==> src/hw/rtl/resp_request_parser_top_assert.svh <==
// ----------------------------------------------------------------------------
// RESP request parser assertion macros
// Concurrent assertion wrappers; empty when SYNTHESIS is defined.
// ----------------------------------------------------------------------------
`ifndef RESP_REQUEST_PARSER_TOP_ASSERT_SVH
`define RESP_REQUEST_PARSER_TOP_ASSERT_SVH

`ifndef SYNTHESIS
// checked outside reset
`define RPP_ASSERT(lbl, prop, msg) \
    lbl: assert property (@(posedge i_clk) disable iff (!i_rst_n) prop) else $error(msg);
// checked at every edge, reset included
`define RPP_ASSERT_ALWAYS(lbl, prop, msg) \
    lbl: assert property (@(posedge i_clk) prop) else $error(msg);
`else
`define RPP_ASSERT(lbl, prop, msg)
`define RPP_ASSERT_ALWAYS(lbl, prop, msg)
`endif

`endif

==> src/hw/rtl/rpp_pkg.sv <==
// ----------------------------------------------------------------------------
// RESP request parser package
// Result record, status and error codes, output queue sizing.
// ----------------------------------------------------------------------------
package rpp_pkg;

    localparam logic [1:0] ST_OK         = 2'd0;
    localparam logic [1:0] ST_INCOMPLETE = 2'd1;
    localparam logic [1:0] ST_INVALID    = 2'd2;

    localparam logic [3:0] ERR_NONE       = 4'd0;
    localparam logic [3:0] ERR_EMPTY      = 4'd1;
    localparam logic [3:0] ERR_NO_ARRAY   = 4'd2;
    localparam logic [3:0] ERR_BAD_COUNT  = 4'd3;
    localparam logic [3:0] ERR_CRLF       = 4'd4;
    localparam logic [3:0] ERR_NO_BULK    = 4'd5;
    localparam logic [3:0] ERR_BAD_LENGTH = 4'd6;
    localparam logic [3:0] ERR_DATA_SHORT = 4'd7;
    localparam logic [3:0] ERR_BAD_DB     = 4'd8;

    localparam int QUEUE_DEPTH = 3;
    localparam int QCNT_W      = 2;

    typedef struct packed {
        logic        result_kind;
        logic [7:0]  payload_byte;
        logic [15:0] element_number;
        logic        element_done;
        logic [1:0]  parse_status;
        logic [3:0]  error_code;
        logic [31:0] db_index;
        logic        is_final;
    } t_result;

    typedef struct packed {
        logic    valid;
        t_result res;
    } t_emit;

endpackage

==> src/hw/rtl/rpp_parser.sv <==
// ----------------------------------------------------------------------------
// RESP request parser core
// Per-byte state update; yields up to two result records per beat.
// ----------------------------------------------------------------------------
module rpp_parser import rpp_pkg::*; #(
    parameter int COUNT_BITS  = 16,
    parameter int LENGTH_BITS = 31
) (
    input  logic       i_clk,
    input  logic       i_rst_n,
    input  logic       i_accept,
    input  logic       i_has_byte,
    input  logic [7:0] i_data_byte,
    input  logic       i_end_of_buffer,
    output t_emit      o_emit0,
    output t_emit      o_emit1
);

    localparam int CW = COUNT_BITS + 1;
    localparam int LW = LENGTH_BITS + 1;
    localparam int DW = 33;

    localparam logic [CW-1:0] CMAX = {1'b1, {COUNT_BITS{1'b0}}};
    localparam logic [LW-1:0] LMAX = {1'b1, {LENGTH_BITS{1'b0}}};
    localparam logic [DW-1:0] DLIM = {2'b01, 31'd1};
    localparam logic [DW-1:0] MAG_NEG = {2'b01, 31'd0};
    localparam logic [DW-1:0] MAG_POS = {2'b00, {31{1'b1}}};

    localparam logic [7:0] CH_STAR   = 8'h2A;
    localparam logic [7:0] CH_DOLLAR = 8'h24;
    localparam logic [7:0] CH_CR     = 8'h0D;
    localparam logic [7:0] CH_LF     = 8'h0A;
    localparam logic [7:0] CH_ZERO   = 8'h30;
    localparam logic [7:0] CH_NINE   = 8'h39;
    localparam logic [7:0] CH_PLUS   = 8'h2B;
    localparam logic [7:0] CH_MINUS  = 8'h2D;
    localparam logic [7:0] CH_SPACE  = 8'h20;
    localparam logic [7:0] CH_TAB    = 8'h09;

    typedef enum logic [3:0] {
        PH_STAR, PH_COUNT, PH_COUNT_LF, PH_DOLLAR, PH_LEN, PH_LEN_LF,
        PH_DATA, PH_DATA_CR, PH_DATA_LF
    } t_phase;

    typedef enum logic [2:0] {
        DB_WS, DB_SIGN, DB_DIGITS, DB_STOP_EMPTY, DB_STOP_DIGITS, DB_DONE
    } t_dbph;

    t_phase                 r_phase, n_phase;
    logic [CW-1:0]          r_count, n_count;
    logic [COUNT_BITS-1:0]  r_elem_left, n_elem_left;
    logic [COUNT_BITS-1:0]  r_cur_elem, n_cur_elem;
    logic [LW-1:0]          r_bytes_left, n_bytes_left;
    logic [DW-1:0]          r_db, n_db;
    t_dbph                  r_dbph, n_dbph;
    logic                   r_db_neg, n_db_neg;
    logic                   r_digit_seen, n_digit_seen;
    logic                   r_finished, n_finished;

    // saturating decimal accumulate: acc*10 + d, capped at lim
    function automatic logic [DW-1:0] acc_digit(input logic [DW-1:0] acc,
                                                input logic [7:0] b,
                                                input logic [DW-1:0] lim);
        logic [DW+3:0] v;
        v = ({4'b0, acc} << 3) + ({4'b0, acc} << 1) + (DW+4)'(b - CH_ZERO);
        acc_digit = (v > {4'b0, lim}) ? lim : v[DW-1:0];
    endfunction

    function automatic t_result mk_status(input logic [1:0] st, input logic [3:0] code,
                                          input logic [31:0] db);
        t_result r;
        r = '0;
        r.result_kind  = 1'b1;
        r.parse_status = st;
        r.error_code   = code;
        r.db_index     = db;
        r.is_final     = 1'b1;
        mk_status = r;
    endfunction

    logic        b_digit;
    logic        b_ws;
    logic        st_v;
    logic [1:0]  st_code;
    logic [3:0]  st_err;
    logic        pay_v;
    t_result     pay;
    logic        end_v;
    logic [3:0]  end_err;
    logic [31:0] db_out;
    logic [DW-1:0] db_mag;

    always_comb begin
        b_digit = (i_data_byte >= CH_ZERO) && (i_data_byte <= CH_NINE);
        b_ws    = (i_data_byte == CH_SPACE) ||
                  ((i_data_byte >= CH_TAB) && (i_data_byte <= CH_CR));
        n_phase      = r_phase;
        n_count      = r_count;
        n_elem_left  = r_elem_left;
        n_cur_elem   = r_cur_elem;
        n_bytes_left = r_bytes_left;
        n_db         = r_db;
        n_dbph       = r_dbph;
        n_db_neg     = r_db_neg;
        n_digit_seen = r_digit_seen;
        n_finished   = r_finished;
        st_v    = 1'b0;
        st_code = ST_OK;
        st_err  = ERR_NONE;
        pay_v   = 1'b0;
        pay     = '0;
        end_v   = 1'b0;
        end_err = ERR_NONE;
        db_mag  = r_db_neg ? MAG_NEG : MAG_POS;

        if (i_accept) begin
            if (!i_has_byte || r_finished) begin
                if (i_end_of_buffer && !r_finished) begin
                    end_v = 1'b1;
                    end_err = (r_phase == PH_STAR) ? ERR_EMPTY :
                              ((r_phase == PH_DATA) ? ERR_DATA_SHORT : ERR_NONE);
                end
            end else begin
                unique case (r_phase)
                    PH_STAR: begin
                        if (i_data_byte == CH_STAR) begin
                            n_phase = PH_COUNT;
                            n_count = '0;
                            n_digit_seen = 1'b0;
                        end else begin
                            st_v = 1'b1; st_code = ST_INVALID; st_err = ERR_NO_ARRAY;
                        end
                    end
                    PH_COUNT: begin
                        if (i_data_byte == CH_CR) begin
                            n_phase = PH_COUNT_LF;
                        end else if (b_digit) begin
                            n_count = CW'(acc_digit(DW'(r_count), i_data_byte, DW'(CMAX)));
                            n_digit_seen = 1'b1;
                        end else begin
                            st_v = 1'b1; st_code = ST_INVALID; st_err = ERR_BAD_COUNT;
                        end
                    end
                    PH_COUNT_LF: begin
                        if (i_data_byte != CH_LF) begin
                            st_v = 1'b1; st_code = ST_INVALID; st_err = ERR_CRLF;
                        end else if (!r_digit_seen || r_count >= CMAX) begin
                            st_v = 1'b1; st_code = ST_INVALID; st_err = ERR_BAD_COUNT;
                        end else begin
                            n_elem_left = r_count[COUNT_BITS-1:0];
                            n_cur_elem  = '0;
                            if (r_count == '0) begin
                                st_v = 1'b1;
                            end else begin
                                n_phase = PH_DOLLAR;
                            end
                        end
                    end
                    PH_DOLLAR: begin
                        if (i_data_byte == CH_DOLLAR) begin
                            n_phase = PH_LEN;
                            n_bytes_left = '0;
                            n_digit_seen = 1'b0;
                        end else begin
                            st_v = 1'b1; st_code = ST_INVALID; st_err = ERR_NO_BULK;
                        end
                    end
                    PH_LEN: begin
                        if (i_data_byte == CH_CR) begin
                            n_phase = PH_LEN_LF;
                        end else if (b_digit) begin
                            n_bytes_left = LW'(acc_digit(DW'(r_bytes_left), i_data_byte,
                                                         DW'(LMAX)));
                            n_digit_seen = 1'b1;
                        end else begin
                            st_v = 1'b1; st_code = ST_INVALID; st_err = ERR_BAD_LENGTH;
                        end
                    end
                    PH_LEN_LF: begin
                        if (i_data_byte != CH_LF) begin
                            st_v = 1'b1; st_code = ST_INVALID; st_err = ERR_CRLF;
                        end else if (!r_digit_seen || r_bytes_left >= LMAX) begin
                            st_v = 1'b1; st_code = ST_INVALID; st_err = ERR_BAD_LENGTH;
                        end else begin
                            n_phase = (r_bytes_left == '0) ? PH_DATA_CR : PH_DATA;
                        end
                    end
                    PH_DATA: begin
                        if (r_cur_elem == '0) begin
                            unique case (r_dbph)
                                DB_WS: begin
                                    if (b_ws) begin
                                        n_dbph = DB_WS;
                                    end else if (i_data_byte == CH_PLUS ||
                                                 i_data_byte == CH_MINUS) begin
                                        n_db_neg = (i_data_byte == CH_MINUS);
                                        n_dbph = DB_SIGN;
                                    end else if (b_digit) begin
                                        n_db = acc_digit(r_db, i_data_byte, DLIM);
                                        n_dbph = DB_DIGITS;
                                    end else begin
                                        n_dbph = DB_STOP_EMPTY;
                                    end
                                end
                                DB_SIGN: begin
                                    if (b_digit) begin
                                        n_db = acc_digit(r_db, i_data_byte, DLIM);
                                        n_dbph = DB_DIGITS;
                                    end else begin
                                        n_dbph = DB_STOP_EMPTY;
                                    end
                                end
                                DB_DIGITS: begin
                                    if (b_digit) begin
                                        n_db = acc_digit(r_db, i_data_byte, DLIM);
                                    end else begin
                                        n_dbph = DB_STOP_DIGITS;
                                    end
                                end
                                default: begin
                                    n_dbph = r_dbph;
                                end
                            endcase
                        end else begin
                            pay_v = 1'b1;
                            pay.payload_byte   = i_data_byte;
                            pay.element_number = 16'(r_cur_elem);
                            pay.element_done   = (r_bytes_left == LW'(1));
                        end
                        n_bytes_left = r_bytes_left - LW'(1);
                        if (r_bytes_left == LW'(1)) begin
                            n_phase = PH_DATA_CR;
                        end
                    end
                    PH_DATA_CR: begin
                        if (!i_end_of_buffer) begin
                            if (i_data_byte == CH_CR) begin
                                n_phase = PH_DATA_LF;
                            end else begin
                                st_v = 1'b1; st_code = ST_INVALID; st_err = ERR_CRLF;
                            end
                        end
                    end
                    PH_DATA_LF: begin
                        if (i_data_byte != CH_LF) begin
                            st_v = 1'b1; st_code = ST_INVALID; st_err = ERR_CRLF;
                        end else if (r_cur_elem == '0 &&
                                     !((r_dbph == DB_DIGITS || r_dbph == DB_STOP_DIGITS) &&
                                       r_db <= db_mag)) begin
                            st_v = 1'b1; st_code = ST_INVALID; st_err = ERR_BAD_DB;
                        end else begin
                            if (r_cur_elem == '0) begin
                                n_db = r_db_neg ? (DW'(0) - r_db) : r_db;
                                n_dbph = DB_DONE;
                            end
                            n_cur_elem  = r_cur_elem + COUNT_BITS'(1);
                            n_elem_left = r_elem_left - COUNT_BITS'(1);
                            if (r_elem_left == COUNT_BITS'(1)) begin
                                st_v = 1'b1;
                            end else begin
                                n_phase = PH_DOLLAR;
                            end
                        end
                    end
                    default: begin
                        st_v = 1'b1; st_code = ST_INVALID; st_err = ERR_NO_ARRAY;
                    end
                endcase
                if (st_v) begin
                    n_finished = 1'b1;
                end
                if (i_end_of_buffer && !n_finished) begin
                    end_v = 1'b1;
                    end_err = (n_phase == PH_DATA) ? ERR_DATA_SHORT : ERR_NONE;
                end
            end
        end

        db_out = (n_dbph == DB_DONE) ? n_db[31:0] : 32'd0;

        o_emit0 = '0;
        o_emit1 = '0;
        if (pay_v) begin
            o_emit0.valid = 1'b1;
            o_emit0.res   = pay;
        end else if (st_v) begin
            o_emit0.valid = 1'b1;
            o_emit0.res   = mk_status(st_code, st_err, db_out);
        end
        if (end_v) begin
            if (pay_v || st_v) begin
                o_emit1.valid = 1'b1;
                o_emit1.res   = mk_status(ST_INCOMPLETE, end_err, db_out);
            end else begin
                o_emit0.valid = 1'b1;
                o_emit0.res   = mk_status(ST_INCOMPLETE, end_err, db_out);
            end
        end

        // end mark starts a fresh request
        if (i_accept && i_end_of_buffer) begin
            n_phase      = PH_STAR;
            n_count      = '0;
            n_elem_left  = '0;
            n_cur_elem   = '0;
            n_bytes_left = '0;
            n_db         = '0;
            n_dbph       = DB_WS;
            n_db_neg     = 1'b0;
            n_digit_seen = 1'b0;
            n_finished   = 1'b0;
        end
    end

    always_ff @(posedge i_clk) begin
        if (!i_rst_n) begin
            r_phase      <= PH_STAR;
            r_count      <= '0;
            r_elem_left  <= '0;
            r_cur_elem   <= '0;
            r_bytes_left <= '0;
            r_db         <= '0;
            r_dbph       <= DB_WS;
            r_db_neg     <= 1'b0;
            r_digit_seen <= 1'b0;
            r_finished   <= 1'b0;
        end else begin
            r_phase      <= n_phase;
            r_count      <= n_count;
            r_elem_left  <= n_elem_left;
            r_cur_elem   <= n_cur_elem;
            r_bytes_left <= n_bytes_left;
            r_db         <= n_db;
            r_dbph       <= n_dbph;
            r_db_neg     <= n_db_neg;
            r_digit_seen <= n_digit_seen;
            r_finished   <= n_finished;
        end
    end

endmodule

==> src/hw/rtl/rpp_out_queue.sv <==
// ----------------------------------------------------------------------------
// RESP request parser result queue
// Three-entry result register queue; takes up to two results per beat.
// ----------------------------------------------------------------------------
module rpp_out_queue import rpp_pkg::*; (
    input  logic    i_clk,
    input  logic    i_rst_n,
    input  t_emit   i_push0,
    input  t_emit   i_push1,
    output logic    o_can_accept,
    output logic    o_valid,
    output t_result o_res,
    input  logic    i_ready
);

    t_result            r_ent [QUEUE_DEPTH];
    t_result            n_ent [QUEUE_DEPTH];
    logic [QCNT_W-1:0]  r_cnt, n_cnt;
    logic [QCNT_W-1:0]  cnt_p;
    logic [QCNT_W-1:0]  idx1;
    logic               pop;

    assign o_valid      = (r_cnt != '0);
    assign o_res        = r_ent[0];
    // room for two results regardless of the downstream side
    assign o_can_accept = (r_cnt < QCNT_W'(QUEUE_DEPTH - 1));
    assign pop          = o_valid && i_ready;

    always_comb begin
        cnt_p = r_cnt - QCNT_W'(pop);
        idx1  = cnt_p + QCNT_W'(i_push0.valid);
        for (int k = 0; k < QUEUE_DEPTH; k++) begin
            if (pop && k < QUEUE_DEPTH - 1) begin
                n_ent[k] = r_ent[k+1];
            end else begin
                n_ent[k] = r_ent[k];
            end
            if (i_push0.valid && cnt_p == QCNT_W'(k)) begin
                n_ent[k] = i_push0.res;
            end
            if (i_push1.valid && idx1 == QCNT_W'(k)) begin
                n_ent[k] = i_push1.res;
            end
        end
        n_cnt = idx1 + QCNT_W'(i_push1.valid);
    end

    always_ff @(posedge i_clk) begin
        if (!i_rst_n) begin
            r_cnt <= '0;
        end else begin
            r_cnt <= n_cnt;
        end
    end

    always_ff @(posedge i_clk) begin
        for (int k = 0; k < QUEUE_DEPTH; k++) begin
            r_ent[k] <= n_ent[k];
        end
    end

endmodule

==> src/hw/rtl/resp_request_parser_top.sv <==
// ----------------------------------------------------------------------------
// RESP request parser top
// Parses an array-of-bulk-strings request byte stream into payload beats and
// one final status beat per request.
// ----------------------------------------------------------------------------
// One request byte is taken per cycle while the result queue has room; its
// state update finishes in that cycle. Most bytes give zero or one result
// beat; a byte that carries the end mark while element data is still arriving
// gives two (its payload byte and the incomplete status). The three-entry
// result queue sets the rate: input is taken while it holds at most one beat,
// so even with the output side always ready a two-result byte stalls input.
module resp_request_parser_top import rpp_pkg::*; #(
    parameter int COUNT_BITS  = 16,
    parameter int LENGTH_BITS = 31
) (
    input  logic        i_clk,
    input  logic        i_rst_n,
    input  logic        s_axis_tvalid,
    output logic        s_axis_tready,
    input  logic [7:0]  s_axis_tdata,   // [7:0] data_byte
    input  logic        s_axis_tuser,   // [0] has_byte
    input  logic        s_axis_tlast,   // end_of_buffer
    output logic        m_axis_tvalid,
    input  logic        m_axis_tready,
    // [7:0] payload_byte, [23:8] element_number, [24] element_done,
    // [26:25] parse_status, [30:27] error_code, [62:31] db_index, [63] zero
    output logic [63:0] m_axis_tdata,
    output logic        m_axis_tuser,   // [0] result_kind
    output logic        m_axis_tlast    // is_final
);

`include "resp_request_parser_top_assert.svh"

    logic    w_accept;
    t_emit   w_emit0;
    t_emit   w_emit1;
    t_result w_res;

    assign w_accept = s_axis_tvalid && s_axis_tready;

    rpp_parser #(
        .COUNT_BITS  (COUNT_BITS),
        .LENGTH_BITS (LENGTH_BITS)
    ) u_parser (
        .i_clk           (i_clk),
        .i_rst_n         (i_rst_n),
        .i_accept        (w_accept),
        .i_has_byte      (s_axis_tuser),
        .i_data_byte     (s_axis_tdata),
        .i_end_of_buffer (s_axis_tlast),
        .o_emit0         (w_emit0),
        .o_emit1         (w_emit1)
    );

    rpp_out_queue u_queue (
        .i_clk        (i_clk),
        .i_rst_n      (i_rst_n),
        .i_push0      (w_emit0),
        .i_push1      (w_emit1),
        .o_can_accept (s_axis_tready),
        .o_valid      (m_axis_tvalid),
        .o_res        (w_res),
        .i_ready      (m_axis_tready)
    );

    assign m_axis_tdata = {1'b0, w_res.db_index, w_res.error_code, w_res.parse_status,
                           w_res.element_done, w_res.element_number, w_res.payload_byte};
    assign m_axis_tuser = w_res.result_kind;
    assign m_axis_tlast = w_res.is_final;

    `RPP_ASSERT(a_second_is_final, w_emit1.valid |-> (w_emit0.valid && w_emit1.res.is_final), "second result must follow a first one and be a final status")
    `RPP_ASSERT(a_emit_needs_accept, (w_emit0.valid || w_emit1.valid) |-> w_accept, "result produced without an accepted beat")
    `RPP_ASSERT(a_final_is_status, (m_axis_tvalid && m_axis_tlast) |-> m_axis_tuser, "final beat is not a status beat")
    `RPP_ASSERT_ALWAYS(a_reset_empty, !i_rst_n |=> !m_axis_tvalid, "output valid after reset")

endmodule
==> config.mk <==
export PLATFORM = sky130hd
export DESIGN_NAME = resp_request_parser_top
export DESIGN_NICKNAME = d
export VERILOG_FILES = /design/src/hw/rtl/rpp_pkg.sv /design/src/hw/rtl/rpp_parser.sv /design/src/hw/rtl/rpp_out_queue.sv /design/src/hw/rtl/resp_request_parser_top.sv
export VERILOG_INCLUDE_DIRS = /design/src /design/src/hw/rtl
export SDC_FILE = /design/constraint.sdc
export NUM_CORES = 1
export LEC_CHECK = 0
export ABC_AREA = 1
export BUFFER_PORTS_ARGS = -buffer_cell sky130_fd_sc_hd__buf_2
export CORE_MARGIN = 2
export CORE_UTILIZATION = 42
export CTS_CLUSTER_DIAMETER = 60
export CTS_CLUSTER_SIZE = 24
export DETAILED_ROUTE_END_ITERATION = 8
export GPL_TIMING_DRIVEN = 0
export PLACE_DENSITY_LB_ADDON = 0.15
export SYNTH_ARGS = -nofsm -noshare
export SYNTH_HDL_FRONTEND = slang
export SYNTH_HIERARCHICAL = 1
export SYNTH_SLANG_ARGS = --single-unit
==> constraint.sdc <==
create_clock -name i_clk -period 15.4 [get_ports i_clk]
set_clock_uncertainty 0.2 [all_clocks]
set_input_delay 0.77 -clock i_clk [delete_from_list [all_inputs] [get_ports i_clk]]
set_output_delay 0.77 -clock i_clk [all_outputs]
set_load 0.005 [all_outputs]
==> impl_results.md, run 1 <==
- RSZ-0062 raised after global routing: false
- Drt total wl: 101,400 um
- Yosys cell types: 62
- Yosys warning count: 6
- Fin crit share: 45.82%
- Internal reg-to-reg setup slack: 8.34 ns
- Iter 0 DRT Violations: 2,921
- Full die area: 75,110 um2
- Slew margin rel.: 5.173%
- Worst path top cell family by delay: simple AND/OR/NAND/NOR gates
- Detail-routed via count per cell: 5.358
- R2r startpoint: u_parser/r_db_neg
- Placeable Area: 72,590 um2
- Slowest cell on the critical path: dfxtp_1
- Syn avg cell area: 6.498 um2
- Critical Path Source Type: flop
- Most frequent cells in the layout: nand2_1 (1,547), nand3_1 (495), inv_1 (460)
- Routability congestion estimate: 0.9459
- Vias in the first global route: 29,144
- CP arrival: 7.07 ns
- Drt pass-1 iters: 6
- CTS root buffer: clkbuf_16
- Most common library cell in the layout ignoring fill and taps: nand2_1
- R2r endpoint: u_queue/r_ent[0][25]
- Post-cts sizing count: 0
- Congestion Overflow GR: 0
- Status: completed
- Worst r2r path cells: 28
- Initial antenna violation count: 5
- Residual DRC: 0
- Hold-fix buffers, CTS: 0
- Sequential area share after synthesis: 27.35%
- Worst setup EP type: flop
- Power per cell area: 110.8 nW/um2
- Asr flop ratio synth: 0%
- Sink Count: 321
- Post-synth EDFFs: 195
- Post-CTS setup buffers: 0
- Worst setup path end: u_queue/r_ent[0][25]
- Setup CP Type: flop to flop
- Maximum clock path buffer count: 3
- Dpl hpwl: 79,390 um
- FMAX: 141.7 MHz
- Buffers & Inverters on Critical Path: 8
- Die width: 274.1 um
- # rows: 99
- Crit path time final: 7.057 ns
- Initial Utilization: 42.20%
- Total placed instance area: 32,550 um2
- H-Tree Depth: 2
- I/O pins: 82
- Crit-path most repeated cell: nand2_1
- CTS clock-pin slew for the worst setup and hold paths: 0.07 ns
- Ys flop type: edfxtp_1
- Clock latency on the worst-skew pair: 0.58 ns
- MaxCap Viol Count: 0
- Via Count: 31,365
- Nets: 5,103
- Hold Fails Final Rpt: 0
- Max stage delay on crit path: 1.26 ns
- Hold crit path type: flop to flop
- Fraction of layout cells with a size suffix above 1: 8.747%
- Post-Syn Area: 30,630 um2
- Port Buf Inserts: 80
- Die Ht: 274.1 um
- Largest net degree at the start of global routing: 61
- CTS buffer count: 36
- Crit path from: u_parser/r_db_neg
- Synth Register Bits: 321
- Post-route ant nets: 0
- Final setup vio count: 0
- Crit-path max FO: 60
- WL/cell: 17.33 um
- WP data required: 15.42 ns
- Final instance area: 33,780 um2
- Max Slew Vio Count: 0
- Final setup TNS: 0 ns
- Total track usage: 26.73%
- Area growth syn-to-layout: 10.27%
- Wire length of the first global-routing pass: 160,100 um
- Maximum vdd ir drop: 0.1774 mV
- Lkg Pwr: 16.46 nW
- Worst path depth: 28
- Clock tree from TritonCTS: built
- Worst Tran Pin Value: 1.420 ns
- Cells after synthesis: 4,714
logic make-up (layout without fill, tap and decap cells):
logic type               after synthesis  after routing  share of synthesized area [%]
adder cells (fa/ha/maj)              224            224                          11.09
XOR/XNOR                              58             58                          1.658
AND/OR/NAND/NOR                     2754           2754                          38.32
AO/OA/AOI/OAI                        579            579                          10.19
other                                  2             30                        0.02452
buffers and inverters                776            929                          11.36
flip-flops                           321            321                          27.35
routing by layer:
metal / vias to the layer above / routed length, um / track usage, % / part of all wire (%)
met5: - / 11 / 0 / 0.011
met4: 2 / 3207 / 8.681 / 3.2
met3: 171 / 5889 / 2.163 / 5.8
met2: 1000 / 45850 / 43.50 / 45
met1: 14519 / 46470 / 37.48 / 46
li1: 15673 / - / - / -
cell type report:
| cell class | instances | area (um2) |
|---|---|---|
| fill | 7750 | 38810 |
| multi-input combinational | 3643 | 18920 |
| sequential | 321 | 8378 |
| inverter | 475 | 1783 |
| buffer | 301 | 1698 |
| tap | 959 | 1200 |
| clock buffer | 39 | 912.1 |
| timing repair buffer | 87 | 570.5 |
| clock inverter | 27 | 317.8 |
| antenna | 2 | 5.005 |
synthesized netlist by cell type (all sizes together), types with 11 or more instances:
cell type,count,area [um2]
nand2,1563,5907
nand3,515,2668
inv,473,1775
nor2,437,1683
a21oi,305,1530
buf,214,1371
edfxtp,195,5856
o21ai,187,943.4
ha,145,1814
dfxtp,126,2522
nand4,122,763.2
clkbuf,87,326.6
fa,79,1582
nor3,58,317.8
xor2,33,289.0
xnor2,25,219.0
a31oi,24,150.1
nor4,22,156.4
or2,17,106.4
a21o,11,82.58
o21bai,11,86.33
stage by stage:
stage	std cells	hold WS [ns]	utilization [%]	power [mW]	worst slack, ns
finish	5854	0.2799	46.54	3.744	8.343
global route	5854	0.2857	46.54	3.981	7.963
CTS	5852	0.2563	46.53	3.750	8.526
detailed placement	5786	0.2772	44.84	2.826	8.574
global placement	5779	0.2745	44.54	2.818	-3.093
floorplan	4740	0.2473	-	2.294	3.576
report_power, final:
group | total [mW] | internal (mW) | switching [mW]
combinational | 1.56 | 0.485 | 1.08
sequential | 1.27 | 1.21 | 0.0592
clock | 0.914 | 0.501 | 0.413
total | 3.74 | 2.20 | 1.55
state kept, by name, summed over array words and instances, names as in the netlist:
name / flops
u_queue/r_ent: 195
u_parser/r_db: 33
u_parser/r_bytes_left: 32
u_parser/r_count: 17
u_parser/r_cur_elem: 16
u_parser/r_elem_left: 16
u_parser/r_phase: 4
u_parser/r_dbph: 3
u_queue/r_cnt: 2
u_parser/r_db_neg: 1
u_parser/r_digit_seen: 1
u_parser/r_finished: 1
worst reg2reg max path: cells and delay by family (launching register included):
| family | cells | cell delay [ns] |
|---|---|---|
| buf+inv | 8 | 1.94 |
| fa+ha+maj | 1 | 0.41 |
| compound gates | 1 | 0.25 |
| flops | 1 | 1.26 |
| simple gates | 18 | 2.57 |
how the worst min path moves through the flow:
stage	start	end	slack, ns	cells after the start
CTS	i_rst_n	u_queue/r_cnt[0]	0.26	3
detailed placement	u_parser/r_cur_elem[8]	u_parser/r_cur_elem[9]	0.28	2
finish	u_parser/r_cur_elem[8]	u_parser/r_cur_elem[9]	0.28	2
floorplan	u_parser/r_cur_elem[8]	u_parser/r_cur_elem[9]	0.25	2
global placement	u_parser/r_digit_seen	u_parser/r_digit_seen	0.27	2
global route	i_rst_n	u_queue/r_cnt[0]	0.29	3
(Power assumes the default switching activity.)
==> run 2, diff against run 1 <==
==> constraint.sdc (replaced) <==
create_clock -name i_clk -period 6.2 [get_ports i_clk]
set_clock_uncertainty 0.2 [all_clocks]
set_input_delay 0.31 -clock i_clk [delete_from_list [all_inputs] [get_ports i_clk]]
set_output_delay 0.31 -clock i_clk [all_outputs]
set_load 0.005 [all_outputs]
==> impl_results.md, run 2 (synthesis gave the netlist of run 1 again) <==
- Status: completed
- Iter 0 DRT Violations: 2,700 (-7.6%)
- Wire length of the first global-routing pass: 160,100 um (about the same)
- WP data required: 6.23 ns (-9.19 ns)
- Power per cell area: 274.1 nW/um2 (+150%)
- Crit path time final: 5.930 ns (-1.127 ns)
- Slew margin rel.: 28.18% (+23 points)
- WL/cell: 17.38 um (+0.29%)
- Drt total wl: 101,800 um (+0.37%)
- Hold crit path type: primary input to flop
- # rows: 99 (unchanged)
- I/O pins: 82 (unchanged)
- Total track usage: 26.72% (about the same)
- Internal power: 5.398 mW (+150%)
- Full die area: 75,110 um2 (unchanged)
- Initial Utilization: 42.20% (unchanged)
- Non-Filler Instances: 5,859 (+0.085%)
- Most frequent cells in the layout: nand2_1 (1,547), nand3_1 (494), inv_1 (460)
- Clock latency on the worst-skew pair: 0.57 ns (about the same)
- Largest regs: u_queue/r_ent (195), u_parser/r_db (33), u_parser/r_bytes_left (32)
- Post-route ant nets: 0 (unchanged)
- Hold Fails Final Rpt: 0 (unchanged)
- Final core utilization: 46.59% (+0.055 points)
- Setup CP Type: flop to flop
- Net Sw Frac: 41.77% (+0.41 points)
- MaxCap Viol Count: 0 (unchanged)
- Crit-path max FO: 60 (unchanged)
- Lkg Pwr: 16.46 nW (about the same)
- CTS buffer count: 36 (unchanged)
- Congestion Overflow GR: 0 (unchanged)
- Initial antenna violation count: 4 (-1)
- Area growth syn-to-layout: 10.40%
- Fin crit share: 95.64% (+50 points)
- Clock tree from TritonCTS: built
- Max Slew Vio Count: 0 (unchanged)
- Detail-routed via count per cell: 5.333 (-0.46%)
- Slowest cell on the critical path: dfxtp_4
- CP arrival: 5.96 ns (-1.11 ns)
- Largest net degree at the start of global routing: 61 (unchanged)
- Tot Pwr: 9.270 mW (+150%)
- Largest register FFs: 195 (unchanged)
- Port Buf Inserts: 80 (unchanged)
- FMAX: 168.6 MHz (+19%)
- RSZ-0062 raised after global routing: false
- Routability congestion estimate: 0.9516 (+0.60%)
- Crit-path most repeated cell: nand2_1
- Worst setup EP type: flop
- Maximum clock path buffer count: 3 (unchanged)
- CTS root buffer: clkbuf_16
- CTS clock-pin slew for the worst setup and hold paths: 0.07 ns (about the same)
- Seq pwr share: 33.9% (about the same)
- GR peak layer: met2
- Share of power burned in combinational logic: 42.3% (+0.6 points)
- Residual DRC: 0 (unchanged)
- Die width: 274.1 um (unchanged)
- H-Tree Depth: 2 (unchanged)
- Fraction of layout cells with a size suffix above 1: 8.881% (+0.13 points)
- Drt pass-1 iters: 5 (-1)
- GR Util met1: 37.51% (about the same)
- Vias in the first global route: 29,022 (-0.42%)
- Die Ht: 274.1 um (unchanged)
- Nets: 5,108 (+0.098%)
- Fillers: 7,808 (+0.75%)
- Critical Path Source Type: flop
- Max stage delay on crit path: 0.52 ns (-0.74 ns)
- Final setup vio count: 0 (unchanged)
- Via Count: 31,246 (-0.38%)
- Placeable Area: 72,590 um2 (unchanged)
- Met2 usage: 43.42% (-0.080 points)
- Worst Tran Pin Value: 1.070 ns (-0.3508 ns)
- Hold Slack: 0.1278 ns (-0.1521 ns)
- Placed insts: 5,786 (unchanged)
- Total net switching power: 3.872 mW (+150%)
- Dpl hpwl: 79,260 um (-0.16%)
- Clock power frac: 23.8% (-0.6 points)
- Most common library cell in the layout ignoring fill and taps: nand2_1
- Met3 Use GR: 2.207% (+0.044 points)
- Top reg by flops: u_queue/r_ent
- Sink Count: 321 (unchanged)
- Maximum vdd ir drop: 0.2692 mV (+52%)
-- run 2: path summary, 6_finish.rpt --
path | cells past startpoint | to | slack (ns) | start
setup / recovery | 28 | u_queue/r_ent[0][18] | 0.27 | u_parser/r_db_neg
setup reg to reg | 28 | u_queue/r_ent[0][18] | 0.27 | u_parser/r_db_neg
hold reg to reg | 2 | u_parser/r_cur_elem[9] | 0.27 | u_parser/r_cur_elem[8]
hold / removal | 5 | u_queue/r_ent[0][192] | 0.13 | s_axis_tdata[6]
-- run 2: routing by layer --
layer	share of wire, %	wire length [um]	vias to the layer above
li1	-	-	15686
met2	45	45700	1007
met1	47	47370	14385
met3	5.5	5563	168
met5	0	0	-
met4	3.1	3176	0
-- run 2: stage by stage --
stage | TNS, ns | worst slack, ns | area, um2
3_3_place_gp | -732.30 | -2.972 | 32350
6_report | 0 | 0.2704 | 33820
5_1_grt | 0 | 0.008369 | 33820
3_5_place_dp | -119.94 | -0.6826 | 32550
4_1_cts | 0 | 0.1429 | 33760
2_1_floorplan | 0 | 0.3546 | 30750
-- run 2: final cells by class --
class | count | area (um2) | area share [%]
multi-input cells | 3644 | 18930 | 55.98
flip-flops and latches | 321 | 8386 | 24.79
inverters | 475 | 1783 | 5.272
plain buffers | 301 | 1698 | 5.020
well taps | 959 | 1200 | 3.548
clock buffers | 41 | 972.2 | 2.875
repair buffers | 91 | 630.6 | 1.865
clock inverters | 25 | 215.2 | 0.6363
diodes | 2 | 5.005 | 0.01480
-- run 2: power groups by stage --
stage	clock network (mW)	logic (mW)	registers [mW]
3_5_place_dp	0	3.82	3.19
2_1_floorplan	0	2.49	3.17
6_report	2.20	3.92	3.15
5_1_grt	2.32	4.33	3.19
3_3_place_gp	0	3.70	3.24
4_1_cts	2.25	3.83	3.15
-- run 2: what timing repair did --
action | in CTS | in global routing
setup buffers | 0 | 1
hold buffers | 2 | 0
cloned | 0 | 2
endpoints found under the setup margin | 321 | 158
endpoints found under the hold margin | 3 | 0
gates resized for setup | 2 | 4
-- run 2: critical path: cells and delay by family (launching register included) --
family	cells	cell delay, ns
simple gates	18	2.44
compound gates	1	0.30
flops	1	0.52
buf+inv	8	1.72
fa+ha+maj	1	0.32
